$ cat src/hwrl_pkg.sv
// Shared types, constants and helpers for the heartbeat watchdog recovery limiter.
`default_nettype none

package hwrl_pkg;

  // Recovery ring depth and time stamp width.
  localparam int unsigned MaxRecoveries = 3;
  localparam int unsigned TimeBits      = 32;
  localparam int unsigned PtrW          = (MaxRecoveries > 1) ? $clog2(MaxRecoveries) : 1;
  localparam int unsigned CntW          = $clog2(MaxRecoveries + 1);

  // The reported count saturates at three.
  localparam logic [1:0] CountSat = 2'd3;
  localparam logic [1:0] FailCount =
      (MaxRecoveries > 3) ? CountSat : 2'(MaxRecoveries);

  typedef logic [TimeBits-1:0] stamp_t;

  // Configuration register reset values.
  localparam logic [31:0] SoftReset   = 32'd2000;
  localparam logic [31:0] HardReset   = 32'd5000;
  localparam logic [31:0] GraceReset  = 32'd10000;
  localparam logic [31:0] WindowReset = 32'd300000;

  typedef enum logic [1:0] {
    CfgSoft   = 2'd0,
    CfgHard   = 2'd1,
    CfgGrace  = 2'd2,
    CfgWindow = 2'd3
  } cfg_idx_e;

  typedef enum logic [1:0] {
    ReqCheck   = 2'd0,
    ReqRestart = 2'd1,
    ReqEnable  = 2'd2,
    ReqClear   = 2'd3
  } req_type_e;

  typedef enum logic [1:0] {
    StallNone   = 2'd0,
    StallFirst  = 2'd1,
    StallSecond = 2'd2,
    StallBoth   = 2'd3
  } stall_kind_e;

  typedef enum logic [1:0] {
    ActNone    = 2'd0,
    ActRestart = 2'd1,
    ActFail    = 2'd2
  } action_e;

  // Clamp a ring count to the two bit reported range.
  function automatic logic [1:0] sat_count(input logic [CntW-1:0] cnt);
    logic [1:0] res;
    if (int'(cnt) > 3) begin
      res = CountSat;
    end else begin
      res = 2'(cnt);
    end
    return res;
  endfunction

endpackage

`default_nettype wire

$ cat src/hwrl_if.sv
// Request and result channel interfaces for the heartbeat watchdog recovery limiter.
`default_nettype none

interface hwrl_in_if;
  logic        valid;
  logic        ready;
  logic [1:0]  req_type;
  logic [31:0] now_ms;
  logic        capturing;
  logic [31:0] first_age_ms;
  logic        first_age_valid;
  logic [31:0] second_age_ms;
  logic        second_age_valid;
  logic        enable_value;

  modport source (
    output valid, req_type, now_ms, capturing, first_age_ms, first_age_valid,
           second_age_ms, second_age_valid, enable_value,
    input  ready
  );
  modport sink (
    input  valid, req_type, now_ms, capturing, first_age_ms, first_age_valid,
           second_age_ms, second_age_valid, enable_value,
    output ready
  );
endinterface

interface hwrl_out_if;
  logic       valid;
  logic       ready;
  logic       first_warn;
  logic       second_warn;
  logic [1:0] stall_kind;
  logic [1:0] action;
  logic [1:0] recent_recoveries;
  logic       monitor_on;

  modport source (
    output valid, first_warn, second_warn, stall_kind, action, recent_recoveries,
           monitor_on,
    input  ready
  );
  modport sink (
    input  valid, first_warn, second_warn, stall_kind, action, recent_recoveries,
           monitor_on,
    output ready
  );
endinterface

`default_nettype wire

$ cat src/heartbeat_watchdog_recovery_limiter.sv
// Top level of the heartbeat watchdog recovery limiter: request register, decision logic, result register.
`default_nettype none

// The block supervises two worker heartbeats and turns every request into exactly one result.
// A request is captured in an input register, evaluated by a single pass of compare and count
// logic against the watchdog state, and the result lands in an output register; a new request
// is taken every cycle while the result side keeps taking results, and a held result stalls
// the request side. A request waits in the input register while the result register is held.
// The path from request register to result register (four 32-bit age compares, the grace test
// and the window test of each recovery stamp) sets the clock limit. A check request is skipped
// while monitoring is disabled or inside the grace period after a restart notice; otherwise it
// flags soft-threshold warnings once per crossing and, on a hard stall, disables monitoring,
// stores the current tick in a ring of recovery stamps and asks for a restart, or reports
// permanent failure once the number of stamps inside the recovery window reaches the limit.
// Thresholds, grace period and window are written over the APB port; the user must write them
// only while no request is in flight, as the block itself does not enforce it.
module heartbeat_watchdog_recovery_limiter (
  input  wire logic        clk_i,
  input  wire logic        rst_ni,
  hwrl_in_if.sink          req_i,
  hwrl_out_if.source       rsp_o,
  input  wire logic        psel,
  input  wire logic        penable,
  input  wire logic        pwrite,
  input  wire logic [3:0]  paddr,
  input  wire logic [31:0] pwdata,
  output logic      [31:0] prdata,
  output logic             pready
);
  import hwrl_pkg::*;

  // Configuration registers.
  logic [31:0] soft_q, hard_q, grace_q, window_q;
  cfg_idx_e    cfg_idx;
  logic        cfg_wr;

  // Request register.
  logic        in_vld_q;
  req_type_e   req_type_q;
  stamp_t      now_q;
  logic        capturing_q;
  logic [31:0] first_age_q, second_age_q;
  logic        first_age_vld_q, second_age_vld_q;
  logic        enable_value_q;

  // Watchdog state.
  logic           mon_en_q, mon_en_d;
  logic           grace_q_act, grace_d_act;
  stamp_t         restart_stamp_q, restart_stamp_d;
  stamp_t         stamp_q [MaxRecoveries];
  stamp_t         stamp_d [MaxRecoveries];
  logic [MaxRecoveries-1:0] stamp_vld_q, stamp_vld_d;
  logic [PtrW-1:0] ptr_q, ptr_d, ptr_wr;
  logic           first_warned_q, first_warned_d;
  logic           second_warned_q, second_warned_d;

  // Result register.
  logic        out_vld_q;
  logic        first_warn_q, first_warn_d;
  logic        second_warn_q, second_warn_d;
  stall_kind_e stall_kind_q, stall_kind_d;
  action_e     action_q, action_d;
  logic [1:0]  recent_q, recent_d;

  // Decision intermediates.
  logic           advance;
  logic           run;
  logic           soft1, soft2, stall1, stall2;
  logic [CntW-1:0] cnt;

  // A request moves from the input register to the result register when the result
  // register is free or being emptied in the same cycle.
  assign advance     = in_vld_q && (!out_vld_q || rsp_o.ready);
  assign req_i.ready = !in_vld_q || advance;

  // ------------------------------------------------------------------------------------------
  // APB configuration port: writes complete in the access phase, reads are combinational.
  // ------------------------------------------------------------------------------------------
  assign pready  = 1'b1;
  assign cfg_idx = cfg_idx_e'(paddr[3:2]);
  assign cfg_wr  = psel && penable && pwrite && pready;

  always_comb begin
    case (cfg_idx)
      CfgSoft:   prdata = soft_q;
      CfgHard:   prdata = hard_q;
      CfgGrace:  prdata = grace_q;
      CfgWindow: prdata = window_q;
      default:   prdata = '0;
    endcase
  end

  always_ff @(posedge clk_i or negedge rst_ni) begin
    if (!rst_ni) begin
      soft_q   <= SoftReset;
      hard_q   <= HardReset;
      grace_q  <= GraceReset;
      window_q <= WindowReset;
    end else if (cfg_wr) begin
      case (cfg_idx)
        CfgSoft:   soft_q   <= pwdata;
        CfgHard:   hard_q   <= pwdata;
        CfgGrace:  grace_q  <= pwdata;
        CfgWindow: window_q <= pwdata;
        default:   ;
      endcase
    end
  end

  // ------------------------------------------------------------------------------------------
  // Request register. The payload needs no reset; only the valid flag does.
  // ------------------------------------------------------------------------------------------
  always_ff @(posedge clk_i or negedge rst_ni) begin
    if (!rst_ni) begin
      in_vld_q <= 1'b0;
    end else if (req_i.ready) begin
      in_vld_q <= req_i.valid;
    end
  end

  always_ff @(posedge clk_i) begin
    if (req_i.valid && req_i.ready) begin
      req_type_q       <= req_type_e'(req_i.req_type);
      now_q            <= stamp_t'(req_i.now_ms);
      capturing_q      <= req_i.capturing;
      first_age_q      <= req_i.first_age_ms;
      first_age_vld_q  <= req_i.first_age_valid;
      second_age_q     <= req_i.second_age_ms;
      second_age_vld_q <= req_i.second_age_valid;
      enable_value_q   <= req_i.enable_value;
    end
  end

  // ------------------------------------------------------------------------------------------
  // Decision logic: one pass over the registered request and the current state.
  // ------------------------------------------------------------------------------------------
  assign soft1  = first_age_vld_q  && (first_age_q  > soft_q);
  assign soft2  = second_age_vld_q && (second_age_q > soft_q);
  assign stall1 = first_age_vld_q  && (first_age_q  > hard_q);
  assign stall2 = second_age_vld_q && (second_age_q > hard_q);

  // A stale ring pointer wraps to the first slot before it is used.
  assign ptr_wr = (int'(ptr_q) >= MaxRecoveries) ? '0 : ptr_q;

  always_comb begin
    mon_en_d        = mon_en_q;
    grace_d_act     = grace_q_act;
    restart_stamp_d = restart_stamp_q;
    stamp_d         = stamp_q;
    stamp_vld_d     = stamp_vld_q;
    ptr_d           = ptr_q;
    first_warned_d  = first_warned_q;
    second_warned_d = second_warned_q;
    first_warn_d    = 1'b0;
    second_warn_d   = 1'b0;
    stall_kind_d    = StallNone;
    action_d        = ActNone;
    run             = 1'b0;

    case (req_type_q)
      ReqRestart: begin
        restart_stamp_d = now_q;
        grace_d_act     = 1'b1;
        mon_en_d        = 1'b1;
      end
      ReqEnable: begin
        mon_en_d = enable_value_q;
      end
      ReqClear: begin
        stamp_vld_d = '0;
        ptr_d       = '0;
        for (int i = 0; i < MaxRecoveries; i++) begin
          stamp_d[i] = '0;
        end
      end
      ReqCheck: begin
        if (mon_en_q) begin
          run = 1'b1;
          if (grace_q_act) begin
            if (stamp_t'(now_q - restart_stamp_q) < grace_q) begin
              run = 1'b0;
            end else begin
              grace_d_act = 1'b0;
            end
          end
          // Not capturing drops both warned flags and ends the check.
          if (run && !capturing_q) begin
            first_warned_d  = 1'b0;
            second_warned_d = 1'b0;
            run             = 1'b0;
          end
          if (run) begin
            first_warn_d    = soft1 && !first_warned_q;
            second_warn_d   = soft2 && !second_warned_q;
            first_warned_d  = soft1;
            second_warned_d = soft2;
            if (stall1 || stall2) begin
              stall_kind_d    = stall_kind_e'({stall2, stall1});
              mon_en_d        = 1'b0;
              stamp_d[ptr_wr]     = now_q;
              stamp_vld_d[ptr_wr] = 1'b1;
              ptr_d = (int'(ptr_wr) == MaxRecoveries - 1) ? '0 : ptr_wr + 1'b1;
              first_warned_d  = 1'b0;
              second_warned_d = 1'b0;
            end
          end
        end
      end
      default: ;
    endcase

    // Count stamps inside the window after this request's ring update.
    cnt = '0;
    for (int i = 0; i < MaxRecoveries; i++) begin
      if (stamp_vld_d[i] && (stamp_t'(now_q - stamp_d[i]) < window_q)) begin
        cnt = cnt + 1'b1;
      end
    end
    if (stall_kind_d != StallNone) begin
      action_d = (int'(cnt) >= MaxRecoveries) ? ActFail : ActRestart;
    end
    recent_d = sat_count(cnt);
  end

  // ------------------------------------------------------------------------------------------
  // Watchdog state, updated as a request moves into the result register.
  // ------------------------------------------------------------------------------------------
  always_ff @(posedge clk_i or negedge rst_ni) begin
    if (!rst_ni) begin
      mon_en_q        <= 1'b1;
      grace_q_act     <= 1'b0;
      restart_stamp_q <= '0;
      stamp_vld_q     <= '0;
      ptr_q           <= '0;
      first_warned_q  <= 1'b0;
      second_warned_q <= 1'b0;
      for (int i = 0; i < MaxRecoveries; i++) begin
        stamp_q[i] <= '0;
      end
    end else if (advance) begin
      mon_en_q        <= mon_en_d;
      grace_q_act     <= grace_d_act;
      restart_stamp_q <= restart_stamp_d;
      stamp_q         <= stamp_d;
      stamp_vld_q     <= stamp_vld_d;
      ptr_q           <= ptr_d;
      first_warned_q  <= first_warned_d;
      second_warned_q <= second_warned_d;
    end
  end

  // ------------------------------------------------------------------------------------------
  // Result register.
  // ------------------------------------------------------------------------------------------
  always_ff @(posedge clk_i or negedge rst_ni) begin
    if (!rst_ni) begin
      out_vld_q <= 1'b0;
    end else if (advance) begin
      out_vld_q <= 1'b1;
    end else if (rsp_o.ready) begin
      out_vld_q <= 1'b0;
    end
  end

  always_ff @(posedge clk_i) begin
    if (advance) begin
      first_warn_q  <= first_warn_d;
      second_warn_q <= second_warn_d;
      stall_kind_q  <= stall_kind_d;
      action_q      <= action_d;
      recent_q      <= recent_d;
    end
  end

  assign rsp_o.valid             = out_vld_q;
  assign rsp_o.first_warn        = first_warn_q;
  assign rsp_o.second_warn       = second_warn_q;
  assign rsp_o.stall_kind        = stall_kind_q;
  assign rsp_o.action            = action_q;
  assign rsp_o.recent_recoveries = recent_q;
  // The enable after this request is the state register itself, loaded in the same cycle.
  assign rsp_o.monitor_on        = mon_en_q;

  // ------------------------------------------------------------------------------------------
  // Assertions.
  // ------------------------------------------------------------------------------------------

  // A stall always leaves monitoring disabled.
  a_stall_disables: assert property (@(posedge clk_i) disable iff (!rst_ni)
    advance && (stall_kind_d != StallNone) |=> !mon_en_q)
    else $error("stall did not disable monitoring");

  // A permanent failure result always reports a full window count.
  a_fail_count: assert property (@(posedge clk_i) disable iff (!rst_ni)
    out_vld_q && (action_q == ActFail) |-> (recent_q == FailCount))
    else $error("failure reported without a full recovery count");

  // A request waiting in the input register keeps its tick until it moves on.
  a_in_hold: assert property (@(posedge clk_i) disable iff (!rst_ni)
    in_vld_q && !advance |=> in_vld_q && $stable(now_q))
    else $error("held request lost or changed");

  // An action is given exactly for results of checks that find a hard stall.
  a_action_stall: assert property (@(posedge clk_i) disable iff (!rst_ni)
    out_vld_q |-> ((action_q == ActNone) == (stall_kind_q == StallNone)))
    else $error("action and stall kind disagree");

endmodule

`default_nettype wire

$ cat src/flat_wrapper.sv
// flat-port wrapper written by rule: the top's interface ports become plain ports
module heartbeat_watchdog_recovery_limiter_flat import hwrl_pkg::*;
  (clk_i, rst_ni, psel, penable, pwrite, paddr, pwdata, prdata, pready, req_i_valid, req_i_req_type, req_i_now_ms, req_i_capturing, req_i_first_age_ms, req_i_first_age_valid, req_i_second_age_ms, req_i_second_age_valid, req_i_enable_value, req_i_ready, rsp_o_valid, rsp_o_first_warn, rsp_o_second_warn, rsp_o_stall_kind, rsp_o_action, rsp_o_recent_recoveries, rsp_o_monitor_on, rsp_o_ready);
  hwrl_in_if req_i_i ();
  hwrl_out_if rsp_o_i ();
  input  wire logic clk_i;
  input  wire logic rst_ni;
  input  wire logic psel;
  input  wire logic penable;
  input  wire logic pwrite;
  input  wire logic [3:0] paddr;
  input  wire logic [31:0] pwdata;
  output logic      [31:0] prdata;
  output logic pready;
  input wire logic [$bits(req_i_i.valid)-1:0] req_i_valid;
  input wire logic [$bits(req_i_i.req_type)-1:0] req_i_req_type;
  input wire logic [$bits(req_i_i.now_ms)-1:0] req_i_now_ms;
  input wire logic [$bits(req_i_i.capturing)-1:0] req_i_capturing;
  input wire logic [$bits(req_i_i.first_age_ms)-1:0] req_i_first_age_ms;
  input wire logic [$bits(req_i_i.first_age_valid)-1:0] req_i_first_age_valid;
  input wire logic [$bits(req_i_i.second_age_ms)-1:0] req_i_second_age_ms;
  input wire logic [$bits(req_i_i.second_age_valid)-1:0] req_i_second_age_valid;
  input wire logic [$bits(req_i_i.enable_value)-1:0] req_i_enable_value;
  output wire logic [$bits(req_i_i.ready)-1:0] req_i_ready;
  output wire logic [$bits(rsp_o_i.valid)-1:0] rsp_o_valid;
  output wire logic [$bits(rsp_o_i.first_warn)-1:0] rsp_o_first_warn;
  output wire logic [$bits(rsp_o_i.second_warn)-1:0] rsp_o_second_warn;
  output wire logic [$bits(rsp_o_i.stall_kind)-1:0] rsp_o_stall_kind;
  output wire logic [$bits(rsp_o_i.action)-1:0] rsp_o_action;
  output wire logic [$bits(rsp_o_i.recent_recoveries)-1:0] rsp_o_recent_recoveries;
  output wire logic [$bits(rsp_o_i.monitor_on)-1:0] rsp_o_monitor_on;
  input wire logic [$bits(rsp_o_i.ready)-1:0] rsp_o_ready;
  assign req_i_i.valid = req_i_valid;
  assign req_i_i.req_type = req_i_req_type;
  assign req_i_i.now_ms = req_i_now_ms;
  assign req_i_i.capturing = req_i_capturing;
  assign req_i_i.first_age_ms = req_i_first_age_ms;
  assign req_i_i.first_age_valid = req_i_first_age_valid;
  assign req_i_i.second_age_ms = req_i_second_age_ms;
  assign req_i_i.second_age_valid = req_i_second_age_valid;
  assign req_i_i.enable_value = req_i_enable_value;
  assign req_i_ready = req_i_i.ready;
  assign rsp_o_valid = rsp_o_i.valid;
  assign rsp_o_first_warn = rsp_o_i.first_warn;
  assign rsp_o_second_warn = rsp_o_i.second_warn;
  assign rsp_o_stall_kind = rsp_o_i.stall_kind;
  assign rsp_o_action = rsp_o_i.action;
  assign rsp_o_recent_recoveries = rsp_o_i.recent_recoveries;
  assign rsp_o_monitor_on = rsp_o_i.monitor_on;
  assign rsp_o_i.ready = rsp_o_ready;
  heartbeat_watchdog_recovery_limiter u_core (.clk_i(clk_i), .rst_ni(rst_ni), .req_i(req_i_i), .rsp_o(rsp_o_i), .psel(psel), .penable(penable), .pwrite(pwrite), .paddr(paddr), .pwdata(pwdata), .prdata(prdata), .pready(pready));
endmodule
$ cat config.mk
export PLATFORM = sky130hd
export DESIGN_NAME = heartbeat_watchdog_recovery_limiter_flat
export DESIGN_NICKNAME = d
export VERILOG_FILES = /design/src/hwrl_pkg.sv /design/src/hwrl_if.sv /design/src/heartbeat_watchdog_recovery_limiter.sv /design/src/flat_wrapper.sv
export SDC_FILE = /design/constraint.sdc
export NUM_CORES = 1
export LEC_CHECK = 0
export ABC_AREA = 1
export BUFFER_PORTS_ARGS = -buffer_cell sky130_fd_sc_hd__buf_2
export CORE_MARGIN = 3
export CORE_UTILIZATION = 25
export CTS_CLUSTER_DIAMETER = 80
export DETAILED_ROUTE_END_ITERATION = 16
export PLACE_DENSITY = 0.48
export SETUP_SLACK_MARGIN = 0.4
export SLEW_MARGIN = 20
export SYNTH_ARGS = -nofsm -noshare
export SYNTH_HDL_FRONTEND = slang
export SYNTH_SLANG_ARGS = --single-unit
$ cat constraint.sdc
create_clock -name clk_i -period 10.5 [get_ports clk_i]
set_input_delay 2.1 -clock clk_i [delete_from_list [all_inputs] [get_ports clk_i]]
set_output_delay 2.1 -clock clk_i [all_outputs]
set_load 0.02 [all_outputs]
==> impl_metrics.toml <==
[cells_and_area]
finalNonFillerCells = 5391
area_growth_pct = 18.2
drive_gt1_frac = 0.122
final_core_util = 0.300
final_area_sq_um = 33400
fin_nets = 4392

[placement]
dp_hpwl_microns = 73700
dp_slack_ns = 0.508
io_buffers = 185
dp_cells = 5285
finalWeightedCongestion = 0.856
placed_area_sq_um = 31500

[global_routing]
grt_max_degree = 97
grt_pass1_vias = 24700
grt_use_total = 0.158
grt_pass1_wl_microns = 144000
overflow = 0
grt_antenna_before_repair = 13

[detailed_routing]
avgViaCountPerCell = 4.65
drt_iter0_drc = 1691
drt-total-wl_microns = 93500
drc_errors = 0
avgRoutedWirePerCell_microns = 17.3
ant_nets = 0
firstDrtPassIters = 6
route.vias.total = 25000

[synth]
ys_seq_elements = 377
synthFlopType = "dfrtp_1"
synthesis.area_sq_um = 28200
syn_area_per_cell_sq_um = 7.81
ys_types = 55
synth_fp_nets = 4150
yosys_warnings = 0
synth_edf_count = 110
async_flop_share = 0.708
syn_inst = 3615
ys_seq_area_frac = 0.355

[clock_network]
cts_sinks = 377
cts_buffers = 50
h-tree-depth = 2
clk_path_buf_depth = 3
holdBufCountCts = 0
tritoncts = "done"
path_clk_slew_ns = 0.06
clk_root_buffer_cell = "clkbuf_16"
clock_latency_ns = 0.64

[sta]
finalMaxSlewViolations = 0
max_freq_mhz = 106
rsz0062_at_grt = "false"
fin_crit_sh = 0.896
worst-slew-pin-transition_ns = 1.01
slew_headroom = 0.324
layout_min_cycle_time_ns = 9.41
setup_viol = 0
hold_ws_ns = 0.481
fin_ws_ns = 1.09
hold_viol = 0
skew_ns = 0.0592
final.setup.tns_ns = 0

[setup_path]
cp_slowest_stage_delay_ns = 0.45
ff2ff_setup_slack_ns = 1.09
critPathLaunchType = "register"
path_max_fanout = 50
worst_path_dominant_cell_family = "simple AND/OR/NAND/NOR gates"
crit_slowest_cell = "nor4_1"
path_buf_inv = 10
critPathKind = "register to register"
required_ns = 10.89
crit_top_cell = "nand2_1"
cp.arrival_ns = 9.80
reg2regPathDepth = 58
endpoint_kind = "register"
cp_num_cells = 58

[pwr]
power_mw = 6.27
power.density_nw_per_um2 = 188
p_leak_nw = 15.0
ir_drop_mv = 0.176

[outcome]
status = "finished, final reports clean"

[die]
dieArea_sq_um = 117000
io_pins = 189
die_h_microns = 342
start_util = 0.253
core-area_sq_um = 111000
die_w_microns = 342
std_cell_rows = 122

[job]
cap_violations = 0

[worst_hold_path]
hold_path_depth = 2
min-delay-path-class = "register to register"
-- Yosys cell counts (12+ instances only) --
cell         n  area share
dfrtp_1    242        0.21
nand3_1     70       0.012
xor2_1      80       0.025
nor3_1      29      0.0051
o21a_1      12      0.0032
nor4_1      12      0.0027
edfxtp_1   110        0.12
a21oi_1    358       0.063
nand2_1    761        0.10
clkbuf_1    89       0.012
xnor2_1     30      0.0093
a211oi_1    20      0.0053
nand4_1     36      0.0080
inv_1      460       0.061
dfstp_2     25       0.023
o21ai_0    455       0.081
o2111ai_1   33       0.010
ha_1       386        0.17
o21ai_1     27      0.0048
nor2_1     243       0.032
-- layout by cell type, fill, tap and decap left out, drive strengths merged, types with 80 or more instances in the layout --
cell	synthesis	routed
dfrtp	242	242
buf	15	294
nand2	771	771
edfxtp	110	110
o21ai	486	486
xor2	80	80
ha	386	386
inv	463	466
nor2	247	247
a21oi	362	362
-- worst register-to-register path, delay by kind of cell (launching register included) --
kind	cells	cell delay, ns
AND/OR/NAND/NOR	23	2.93
AO/OA/AOI/OAI	17	2.80
adder cells (fa/ha/maj)	5	1.49
buffers and inverters	10	1.13
flip-flops	1	0.43
XOR/XNOR	3	0.39
-- cell families (layout without fill, tap and decap cells) --
kind of cell	count (synthesis)	count (layout)	synth area share
DFF	377	377	0.355
adders and majority gates	390	390	0.174
and+or+nand+nor	1181	1181	0.170
other	1	5	0.000133
buffers and inverters	568	852	0.0758
AOI/OAI and AO/OA	987	987	0.191
xor gates and xnor gates	111	111	0.0347
-- sequential cells by signal (all words and copies together) (netlist names), 32 cells and up --
register                cells
u_core.window_q            32
u_core.stamp_q             96
u_core.second_age_q        32
u_core.now_q               32
u_core.first_age_q         32
u_core.hard_q              32
u_core.soft_q              32
u_core.grace_q             32
u_core.restart_stamp_q     32
-- final timing paths --
kind,endpoint,from
max in group asynchronous,u_core.stamp_q[63],rst_ni
worst max-delay path,u_core.rsp_o.action[1],u_core.now_q[0]
worst max register to register,u_core.rsp_o.action[1],u_core.now_q[0]
worst min-delay path,u_core.stamp_vld_q[0],u_core.stamp_vld_q[0]
min in group asynchronous,u_core.stamp_q[66],rst_ni
worst min register to register,u_core.stamp_vld_q[0],u_core.stamp_vld_q[0]
-- power breakdown --
| part | internal [mW] | switching, mW | leakage (nW) |
|---|---|---|---|
| Sequential | 1.76 | 0.129 | 4.35 |
| Clock | 1.06 | 0.733 | 0.847 |
| Combinational | 0.951 | 1.64 | 9.79 |
-- layer usage --
| layer | vias up | GRT usage | wire length, microns |
|---|---|---|---|
| met5 | - | 0 | 67 |
| met3 | 106 | 0.0242 | 4080 |
| met2 | 463 | 0.256 | 42300 |
| met4 | 10 | 0.0311 | 1580 |
| met1 | 11700 | 0.223 | 45500 |
| li1 | 12800 | - | - |
-- cell type report --
type,count,area (sq um)
Fill cell,12100,78000
Multi-Input combinational cell,2670,16200
Sequential cell,377,10000
Tap cell,1488,1860
Timing Repair Buffer,294,1790
Inverter,464,1750
Clock buffer,72,1470
Clock inverter,22,260
Antenna cell,4,10.0
-- repair_timing --
action,in CTS,in global routing
buffers inserted,0,8
endpoints found under the setup margin,0,4
gates resized for setup,0,32
No activity file was read; power rests on OpenSTA's default activity.
